File: src/rtl/cbr_pkg.sv
// Shared types and constants for the circular bit reservoir reader.
package cbr_pkg;

    localparam int STORE_BYTES   = 4096;
    localparam int MAX_READ_BITS = 32;

    localparam int ADDR_W  = $clog2(STORE_BYTES);
    localparam int CNT_W   = $clog2(MAX_READ_BITS + 1);
    localparam int TOT_W   = CNT_W + 1;
    localparam int LEFT_W  = $clog2(MAX_READ_BITS / 8 + 2);
    localparam int ACC_W   = MAX_READ_BITS + 8;
    localparam int POS_W   = 35;
    localparam int WCNT_W  = 32;

    localparam logic [1:0] CMD_PUT       = 2'd0;
    localparam logic [1:0] CMD_READ      = 2'd1;
    localparam logic [1:0] CMD_REW_BITS  = 2'd2;
    localparam logic [1:0] CMD_REW_BYTES = 2'd3;

    localparam logic [1:0] ST_OK           = 2'd0;
    localparam logic [1:0] ST_PAST_DATA    = 2'd1;
    localparam logic [1:0] ST_BEFORE_START = 2'd2;
    localparam logic [1:0] ST_BAD_COUNT    = 2'd3;

    localparam logic [14:0] PUT_WIDTH = 15'd8;

    typedef struct packed {
        logic [1:0]  command;
        logic [7:0]  byte_value;
        logic [14:0] count;
    } t_in_item;

    typedef struct packed {
        logic [31:0] read_value;
        logic [31:0] bit_position;
        logic [1:0]  status;
    } t_out_item;

    // control from the sequencer to the byte gatherer
    typedef struct packed {
        logic             clear;
        logic             shift;
        logic [2:0]       drop;
        logic [CNT_W-1:0] nbits;
    } t_acc_ctl;

endpackage

File: src/rtl/cbr_gather.sv
// Byte-serial gatherer: shifts fetched bytes in MSB first, then aligns and masks the field.
module cbr_gather (
    input  logic            i_clk,
    input  cbr_pkg::t_acc_ctl i_ctl,
    input  logic [7:0]      i_byte,
    output logic [31:0]     o_value
);
    import cbr_pkg::*;

    logic [ACC_W-1:0]         r_acc;
    logic [ACC_W-1:0]         n_acc;
    logic [ACC_W-1:0]         aligned;
    logic [MAX_READ_BITS-1:0] ones;
    logic [MAX_READ_BITS-1:0] mask;
    logic [MAX_READ_BITS-1:0] field;

    always_comb begin
        n_acc = r_acc;
        if (i_ctl.clear) begin
            n_acc = '0;
        end else if (i_ctl.shift) begin
            n_acc = {r_acc[ACC_W-9:0], i_byte};
        end
    end

    always_ff @(posedge i_clk) begin
        r_acc <= n_acc;
    end

    // trailing bits past the field are at most 7; leading skipped bits fall to the mask
    assign aligned = r_acc >> i_ctl.drop;
    assign ones    = '1;
    assign mask    = ~(ones << i_ctl.nbits);
    assign field   = aligned[MAX_READ_BITS-1:0] & mask;
    assign o_value = field[31:0];

endmodule

File: config.mk
export PLATFORM = sky130hd
export DESIGN_NAME = cbr_gather
export DESIGN_NICKNAME = d
export VERILOG_FILES = /design/src/rtl/cbr_pkg.sv /design/src/rtl/cbr_gather.sv
export SDC_FILE = /design/constraint.sdc
export NUM_CORES = 1
export LEC_CHECK = 0
export ABC_AREA = 0
export BUFFER_PORTS_ARGS = -buffer_cell sky130_fd_sc_hd__clkbuf_2
export CAP_MARGIN = 40
export CORE_ASPECT_RATIO = 1.1
export CORE_UTILIZATION = 45
export DETAILED_ROUTE_END_ITERATION = 16
export HOLD_SLACK_MARGIN = 0.02
export PLACE_DENSITY_LB_ADDON = 0.15
export SLEW_MARGIN = 10
export SYNTH_ARGS = -nofsm -noshare
export SYNTH_HDL_FRONTEND = slang
export SYNTH_SLANG_ARGS = --single-unit
File: constraint.sdc
create_clock -name i_clk -period 1.5 [get_ports i_clk]
set_input_delay 0.225 -clock i_clk [delete_from_list [all_inputs] [get_ports i_clk]]
set_output_delay 0.225 -clock i_clk [all_outputs]
set_load 0.03 [all_outputs]
* Yosys cells after proc, flatten, opt, wreduce, memory -nomap -nowiden
Index checks and enable logic that the tools add are counted.
** Storage, ports and cells
- Input port bits :: 20
- Word-level logic and storage cells :: 5
- Output and inout bits :: 32
- Bits in registers :: 40
** Operators by class
- Shift operators :: 2
- Bitwise operators :: 2
** Operators by type and width (number)
- 40-bit by 3-bit right shift with 32-bit output :: 1
- 32-bit AND :: 1
- 32-bit inverter :: 1
- 32-bit by 6-bit left shift with 32-bit output, first input constant :: 1

* Logic depth before layout (Yosys ltp)
Gate-level depths: netlist (run 1).
- Word-level depth :: 3
- Depth in mapped cells :: 6
- Mapped depth without buffers :: 3

* Worst setup path after synthesis (run 1)
OpenSTA, ideal clock, no wires.
- Path kind :: input -> output
- Start :: input port i_ctl[3] in the netlist's numbering
- End :: output port o_value[20]
- Required time :: 1275 ps
- Path slack :: -284 ps
- Stages on the path :: 4
- Arrival time :: 1559 ps
- Cell sequence :: buf_2 -> clkbuf_1 -> o21ai_0 -> a211oi_1
** On the way
- Word-level cells in the longest chain between the ends :: 3
** Ends and longest elaborated chain
- start, declared :: RTL line cbr_gather.sv:4 : input cbr_pkg::t_acc_ctl i_ctl,
- 32-bit by 6-bit left shift with 32-bit output :: RTL line cbr_gather.sv:33 : assign mask = ~(ones << i_ctl.nbits);
- 32-bit inverter :: RTL line cbr_gather.sv:33
- 32-bit AND :: RTL line cbr_gather.sv:34 : assign field = aligned[MAX_READ_BITS-1:0] & mask;
- end, declared :: RTL line cbr_gather.sv:6 : output logic [31:0] o_value
No other way between the ends.

* Worst setup path in the final report (run 1)
- Start :: input port i_ctl[0] in the netlist's numbering
- End :: output port o_value[20]
Same word-level chain as after synthesis.

==> run_results.csv, run 1 <==
group,metric,value,unit
run_status,outcome,"finished with violations",
run_status,violations,"negative setup slack",
routing,ant_nets,0,
yosys,synthTopCellsByArea,"dfxtp_1 27%, mux2i_1 14%, o22ai_1 12%, mux2_2 7.4%, nor2_1 7.1%",
critical_path,required,1270,ps
sta,slew_headroom,0.617,
clock_network,cts_tree,"done",
final_layout,largestRegisters,"r_acc (39)",
hold_path,hold_class,"input pin to flip-flop",
routing,wirelength,13200,um
sta,setup_ws,-268,ps
sta,fin_crit,1770,ps
sta,drv_slew,0,
final_layout,fin_nets,461,
yosys,synthFlopType,"dfxtp_1",
final_layout,n_fill_cell,318,
clock_network,clock_latency,290,ps
sta,tns,-4780,ps
floorplanning,io_pins,52,
global_routing,antenna_found_initial,0,
pwr,leakagePower,2.22,nW
critical_path,cp_cell_sequence,"clkbuf_2 > buf_4 > o21a_1 > o21ai_1 > a211oi_4 > clkbuf_8",
global_routing,grt_first_pass_wirelength,16600,um
global_routing,grt_pass1_vias,3154,
yosys,synth_fp_nets,366,
yosys,synth_cell_types,41,
yosys,yosys.area.top_type,"dfxtp_1",
routing,via_per_inst,6.85,
final_layout,largest_register,"r_acc",
place,portBuffers,51,
final_layout,antennaDiodeCount,0,
yosys,yosysWarnings,0,
yosys,synth-seq-cells,39,
place,hpwl,5950,um
critical_path,critical_path_buf_inv_count,3,
place,placed_cell_area,3660,um2
pwr,p_comb_frac,0.424,
clock_network,cts_root_buffer,"clkbuf_8",
sta,setup_viol,32,
final_layout,drive_gt1_frac,0.715,
global_routing,grt_usage,0.316,
critical_path,cp_slowest_cell,"o21ai_1",
critical_path,arrival,1540,ps
critical_path,max_stage_delay,470,ps
floorplanning,fp.dieH,86.3,um
pwr,ir_drop,0.000748,V
sta,worst_pin_slew,571,ps
final_layout,largest_reg_flops,39,
final_layout,postLayoutCellArea,5130,um2
floorplanning,die_x,78.6,um
clock_network,cts_buffers,5,
sta,rsz0062_at_grt,"true",
sta,fin_crit_sh,1.18,
floorplanning,die_area,6780,um2
routing,routedWlPerCell,25.3,um
flow_run,maxCapViolCount,0,
yosys,synth_edf_count,0,
yosys,synth_top_area_frac,0.269,
clock_network,cts-hold-fix-buffers,0,
clock_network,cts.sinks,39,
sta,final-hold-violation-count,0,
place,gp_congestion,0.811,
routing,vias,3575,
final_layout,area_growth,76.5,%
pwr,p_sw,1.17,mW
critical_path,path_max_fanout,4,
yosys,synth_commonest_cells,"55 x nor2_1, 55 x o22ai_1, 40 x mux2i_1, 39 x dfxtp_1, 26 x nor3_1",
yosys,syn-cell-area,2910,um2
critical_path,cpLargestDelayFamily,"compound AO/OA/AOI/OAI gates",
yosys,syn_inst,346,
floorplanning,core-area,6190,um2
routing,drc,0,
routing,drtPass1Iterations,5,
global_routing,grt_max_degree,40,
floorplanning,rows,30,
global_routing,grt_remaining_overflow,0,
yosys,synthesis.area_per_instance,8.40,um2
clock_network,clock_path_buffers,2,
clock_network,clk_pin_slew,70,ps
pwr,seq_power_share,0.316,
pwr,swShare,0.341,
floorplanning,initial_core_util,0.469,
clock_network,h-tree-depth,2,
pwr,p_clk_frac,0.260,
critical_path,endpoint_kind,"output pin",
yosys,synth-async-reset-ratio,0,
routing,drt_iter0_drc,418,
yosys,ys_seq_area_frac,0.269,
critical_path,worstSetupStartpointType,"input pin",
sta,finalClockSkew,6.90,ps
pwr,internal_power,2.27,mW
critical_path,path_class,"input pin to output pin",
pwr,power_density,671,nW/um2
sta,max_freq,0.566,GHz
==> power groups by stage <==
stage | registers (mW) | logic, mW | clock network [mW]
2_1_floorplan | 1.10 | 0.687 | 0
3_3_place_gp | 1.11 | 0.930 | 0
3_5_place_dp | 1.11 | 0.935 | 0
4_1_cts | 1.09 | 1.25 | 0.902
5_1_grt | 1.09 | 1.50 | 0.952
6_report | 1.09 | 1.46 | 0.894
==> routing by layer <==
| layer | vias to the layer above | wire length (um) | GRT usage |
|---|---|---|---|
| li1 | 1485 | - | - |
| met1 | 1705 | 5070 | 0.399 |
| met2 | 305 | 6250 | 0.534 |
| met3 | 80 | 1190 | 0.0421 |
| met4 | 0 | 708 | 0.140 |
| met5 | - | 0 | 0 |
==> path summary, 6_finish.rpt <==
check	from	to	slack (ps)	depth (start not counted)
min reg2reg	r_acc[38]	r_acc[38]	520	2
max reg2reg	r_acc[18]	r_acc[26]	610	4
max	i_ctl[0]	o_value[20]	-270	6
min	i_byte[5]	r_acc[5]	170	3
==> cells in the final DEF, fill, tap and decap left out, types with 3 or more instances in the layout <==
cell,count
buf_16,3
a21oi_1,12
o21ai_2,3
o22ai_2,33
mux2_2,6
dfxtp_4,5
buf_6,5
nor3_4,7
dfxtp_1,4
nor2_1,48
mux2_4,30
clkbuf_8,33
a31oi_1,4
buf_4,66
dfxtp_2,30
mux2i_1,40
o22ai_4,21
nor2_2,7
buf_12,5
nor3_2,19
nor4_4,3
clkbuf_2,16
==> cells by family (layout without fill, tap and decap cells) <==
group                  Yosys count  after routing  synth area share
buffers and inverters           40            136            0.0728
muxes                           77             77             0.298
AOI/OAI and AO/OA               91             91             0.196
and+or+nand+nor                 99             99             0.165
DFF                             39             39             0.269
==> layout make-up <==
cell class,count,area (um2),share of cell area
well taps,80,100,0.0195
inverters,2,7.51,0.00146
clock inverters,2,35.0,0.00683
flip-flops and latches,39,837,0.163
multi-input cells,267,2810,0.548
clock buffers,6,82.6,0.0161
repair buffers,126,1260,0.245
==> timing repair <==
action,in CTS,in global routing
resized for setup,195,52
buffers inserted,20,8
cloned,4,1
pin swaps,15,21
endpoints found under the setup margin,32,32
==> worst reg2reg max path, stage by stage (launching register included) <==
cell     delay (ps)
dfxtp_2         340
buf_4           130
buf_4           130
mux2i_1         130
nor2_1           50
==> through the flow <==
stage | instances | utilization | setup slack [ps] | hold WS (ps) | total power, mW
after floorplan | 346 | - | -28.3 | 372 | 1.79
after global placement | 482 | 0.591 | -206 | 460 | 2.04
after detailed placement | 482 | 0.591 | -207 | 471 | 2.05
after CTS | 513 | 0.780 | -183 | 167 | 3.24
after global routing | 522 | 0.828 | -333 | 169 | 3.54
final | 522 | 0.828 | -268 | 168 | 3.44
(Power assumes the default switching activity.)
==> run 2: changes to the inputs <==
CORE_ASPECT_RATIO = unset   (was 1.1)
==> run_results.csv, run 2 (synthesis results as in run 1) <==
group,metric,value,unit
run_status,outcome,"finished with violations",
run_status,violations,"negative setup slack",
floorplanning,fp.dieH,82.4,um
clock_network,cts.sinks,39,
critical_path,worstSetupStartpointType,"flip-flop",
pwr,p_clk_frac,0.221,
place,gp_congestion,0.885,
routing,via_per_inst,6.48,
floorplanning,io_pins,52,
sta,final-hold-violation-count,0,
routing,drtPass1Iterations,5,
clock_network,clk_pin_slew,80,ps
sta,rsz0062_at_grt,"true",
critical_path,path_max_fanout,4,
clock_network,clock_path_buffers,2,
routing,met1Wirelength,4490,um
final_layout,antennaDiodeCount,0,
critical_path,cp_cell_sequence,"mux2_4 > o22ai_2 > a211oi_2 > clkbuf_8",
sta,max_freq,0.583,GHz
flow_run,maxCapViolCount,0,
final_layout,n_fill_cell,341,
floorplanning,initial_core_util,0.479,
clock_network,clock_latency,290,ps
routing,drt_iter0_drc,286,
hold_path,hold_class,"input pin to flip-flop",
place,portBuffers,51,
clock_network,cts_buffers,5,
floorplanning,die_area,6780,um2
pwr,seq_power_share,0.348,
sta,slew_headroom,0.707,
critical_path,required,1270,ps
clock_network,h-tree-depth,2,
floorplanning,core-area,6060,um2
sta,drv_slew,0,
sta,fin_crit_sh,1.14,
pwr,total_power,3.10,mW
global_routing,grt_remaining_overflow,0,
clock_network,cts_root_buffer,"clkbuf_8",
global_routing,grt_first_pass_wirelength,15500,um
routing,routedWlPerCell,21.9,um
final_layout,final_util,0.811,
routing,top_layer,"met4",
critical_path,critical_path_buf_inv_count,1,
routing,ant_nets,0,
critical_path,rrSetupSlack,590,ps
final_layout,largestRegisters,"r_acc (39)",
critical_path,arrival,1490,ps
pwr,power_density,631,nW/um2
sta,fin_crit,1720,ps
global_routing,grt_usage,0.305,
routing,wl_met2,5730,um
pwr,p_sw,1.11,mW
pwr,swShare,0.357,
sta,finalClockSkew,6.84,ps
critical_path,path_class,"flip-flop to output pin",
pwr,p_comb_frac,0.431,
global_routing,antenna_found_initial,0,
floorplanning,rows,28,
final_layout,final_common_cell,"buf_4",
place,hpwl,6290,um
critical_path,cpLargestDelayFamily,"compound AO/OA/AOI/OAI gates",
final_layout,largest_register,"r_acc",
floorplanning,die_x,82.4,um
pwr,internal_power,1.99,mW
pwr,ir_drop,0.000608,V
sta,setup_ws,-215,ps
place,placed_cell_area,3640,um2
routing,wirelength,11000,um
critical_path,cp_slowest_cell,"dfxtp_2",
place,dp.cells,474,
final_layout,largest_reg_flops,39,
final_layout,area_growth,69.2,%
sta,worst_pin_slew,435,ps
routing,drc,0,
global_routing,grt_max_degree,40,
routing,routed-wl-met3,613,um
final_layout,final_cell_mix,"58 x buf_4, 48 x nor2_1, 40 x mux2i_1",
final_layout,postLayoutCellArea,4910,um2
final_layout,final_cells,505,
sta,setup_viol,32,
critical_path,endpoint_kind,"output pin",
routing,vias,3272,
final_layout,drive_gt1_frac,0.693,
global_routing,grt_pass1_vias,2964,
critical_path,max_stage_delay,370,ps
pwr,leakagePower,2.10,nW
sta,tns,-3480,ps
clock_network,cts_tree,"done",
final_layout,fin_nets,450,
==> run 2: changes by cell type in the layout (fill, tap and decap cells not counted), sizes merged <==
cell    delta
buf        -8
bufinv     -1
bufbuf     -1
clkinv     +1
clkbuf     -3
==> run 2: timing repair <==
action / in CTS / in global routing
cloned: 2 / 0
pin swaps: 17 / 16
resized for setup: 195 / 45
hold buffers: 0 / 0
setup buffers: 19 / 3
setup endpoints to repair: 32 / 32
==> run 2: worst paths after layout <==
kind | end | start | depth (start not counted)
max | o_value[20] | r_acc[21] | 4
min | r_acc[0] | i_byte[0] | 3
max reg2reg | r_acc[19] | r_acc[11] | 4
min reg2reg | r_acc[38] | r_acc[38] | 2
==> run 2: final cells by class <==
cell class / count / area [um2] / area share
Clock buffer: 5 / 68.8 / 0.0140
Clock inverter: 2 / 13.8 / 0.00280
Inverter: 2 / 7.51 / 0.00153
Multi-Input combinational cell: 267 / 2770 / 0.563
Sequential cell: 39 / 846 / 0.172
Tap cell: 75 / 93.8 / 0.0191
Timing Repair Buffer: 115 / 1120 / 0.227
==> run 2: worst min-delay path: cells and delay by family <==
family	cells	cell delay, ps
multiplexers	1	50
AND/OR/NAND/NOR	1	70
buffers and inverters	1	70
==> run 2: power groups by stage <==
stage	registers, mW	clock network [mW]	logic, mW
6_report	1.08	0.685	1.34
5_1_grt	1.08	0.742	1.40
4_1_cts	1.08	0.696	1.23
3_5_place_dp	1.11	0	0.937
3_3_place_gp	1.11	0	0.929
2_1_floorplan	1.10	0	0.687
==> run 2: metrics by stage <==
step | setup slack [ps] | hold WS (ps)
2_1_floorplan | -28.3 | 372
3_3_place_gp | -186 | 457
3_5_place_dp | -211 | 466
4_1_cts | -188 | 156
5_1_grt | -233 | 158
6_report | -215 | 160
==> run 2: layer usage <==
layer	up-vias	track usage
li1	1477	-
met1	1607	0.379
met2	163	0.521
met3	25	0.0560
met4	0	0.114
met5	-	0
==> run 3: changes to the inputs <==
PLACE_DENSITY = 0.67   (was unset)
PLACE_DENSITY_LB_ADDON = unset   (was 0.15)
RECOVER_POWER = 25   (was unset)
SKIP_CTS_REPAIR_TIMING = 1   (was unset)
==> run_results.csv, run 3 (synthesis results as in run 1) <==
group,metric,value,unit
run_status,outcome,"finished with violations",
run_status,violations,"negative setup slack",
critical_path,cpLargestDelayFamily,"buffers and inverters",
critical_path,path_max_fanout,14,
pwr,p_clk_frac,0.305,
sta,fin_crit_sh,1.14,
clock_network,cts_tree,"done",
critical_path,rrSetupSlack,650,ps
pwr,power_density,715,nW/um2
critical_path,endpoint_kind,"output pin",
critical_path,reg2regPathDepth,3,
sta,worst_pin_slew,1270,ps
floorplanning,rows,28,
final_layout,largestRegisters,"r_acc (39)",
hold_path,hold_class,"input pin to flip-flop",
flow_run,maxCapViolCount,0,
sta,setup_ws,-211,ps
floorplanning,initial_core_util,0.479,
final_layout,final_util,0.786,
floorplanning,io_pins,52,
global_routing,grt_remaining_overflow,0,
floorplanning,die_x,82.4,um
critical_path,required,1270,ps
hold_path,hold_path_end,"r_acc[6]",
routing,top_layer,"met4",
final_layout,antennaDiodeCount,0,
sta,final-hold-violation-count,0,
floorplanning,die_area,6780,um2
routing,drtPass1Iterations,4,
sta,fin_crit,1710,ps
final_layout,largest_register,"r_acc",
sta,tns,-3750,ps
routing,via_per_inst,6.68,
hold_path,min_from,"i_byte[6]",
global_routing,antenna_found_initial,0,
clock_network,h-tree-depth,2,
clock_network,clk_pin_slew,80,ps
sta,max_freq,0.585,GHz
final_layout,final_common_cell,"buf_4",
clock_network,cts_buffers,5,
final_layout,final_cell_mix,"66 x buf_4, 52 x nor2_1, 40 x mux2i_1",
sta,setup_viol,33,
critical_path,critical_path_buf_inv_count,3,
global_routing,grt_first_pass_wirelength,13400,um
routing,wl_met2,5700,um
clock_network,clock_path_buffers,2,
floorplanning,core-area,6060,um2
routing,routed-wl-met3,897,um
clock_network,clock_latency,290,ps
clock_network,cts_root_buffer,"clkbuf_8",
routing,wirelength,11800,um
critical_path,r2r_start,"r_acc[29]",
floorplanning,fp.dieH,82.4,um
pwr,seq_power_share,0.317,
routing,drc,0,
critical_path,cp.depth,6,
routing,drt_iter0_drc,325,
sta,slew_headroom,0.153,
global_routing,grt_usage,0.260,
final_layout,drive_gt1_frac,0.679,
pwr,ir_drop,0.000681,V
critical_path,timing.rr.end,"r_acc[29]",
routing,routedWlPerCell,23.4,um
routing,met1Wirelength,4720,um
critical_path,cp_cell_sequence,"buf_2 > nand2b_4 > buf_4 > o22ai_2 > a211oi_2 > buf_4",
critical_path,cp_common_cell,"buf_4",
pwr,leakagePower,2.07,nW
place,hpwl,6180,um
critical_path,max_stage_delay,310,ps
final_layout,fin_nets,446,
pwr,p_sw,1.12,mW
critical_path,arrival,1490,ps
sta,drv_slew,0,
routing,ant_nets,0,
pwr,internal_power,2.29,mW
global_routing,grt_max_degree,40,
place,preCtsSetupSlack,-231,ps
place,gp_congestion,0.925,
sta,finalClockSkew,3.91,ps
routing,vias,3352,
pwr,swShare,0.329,
clock_network,cts.sinks,39,
hold_path,min_path_cells,3,
sta,rsz0062_at_grt,"true",
critical_path,path_class,"input pin to output pin",
final_layout,largest_reg_flops,39,
final_layout,area_growth,63.9,%
place,portBuffers,51,
critical_path,cp_slowest_cell,"nand2b_4",
pwr,p_comb_frac,0.378,
global_routing,grt_pass1_vias,2669,
critical_path,worstSetupStartpointType,"input pin",
==> run 3: cell type report <==
| cell class | count | area, um2 |
|---|---|---|
| timing repair buffer | 111 | 973 |
| clock inverter | 3 | 67.6 |
| sequential | 39 | 850 |
| tap | 75 | 93.8 |
| clock buffer | 5 | 68.8 |
| inverter | 2 | 7.51 |
| fill | 358 | 1300 |
| multi-input combinational | 267 | 2700 |
==> run 3: worst max path at each step <==
stage                    from          end  slack, ps
global route        r_acc[24]  o_value[20]       -240
detailed placement   i_ctl[7]  o_value[22]       -230
floorplan            i_ctl[3]  o_value[20]        -30
finish               i_ctl[6]  o_value[20]       -210
CTS                 r_acc[28]  o_value[22]       -280
global placement     i_ctl[7]  o_value[22]       -200
==> run 3: power by group through the flow <==
stage          Combinational, mW  Sequential, mW  Clock, mW
2_1_floorplan              0.687            1.10          0
3_3_place_gp               0.911            1.11          0
3_5_place_dp               0.920            1.11          0
4_1_cts                    0.922            1.09       1.05
5_1_grt                     1.34            1.08       1.09
6_report                    1.29            1.08       1.04
==> run 3: through the flow <==
step                      power, mW  hold WS (ps)  std cells  cell area (um2)
after floorplan                1.79           372        346             3120
after global routing           3.51           166        502             4760
final                          3.41           168        502             4760
after detailed placement       2.03           469        470             3590
after CTS                      3.06           161        478             3720
after global placement         2.02           459        470             3590
==> run 3: worst register-to-register path: stages, from the launching register on <==
cell and delay [ps]:
dfxtp_4 360, buf_4 140, mux2i_1 160, nor2_1 70
==> run 3: per-layer routing <==
layer / up-vias / GRT usage
met5: - / 0
met3: 60 / 0.0374
met2: 209 / 0.422
li1: 1459 / -
met1: 1624 / 0.357
met4: 0 / 0.0702
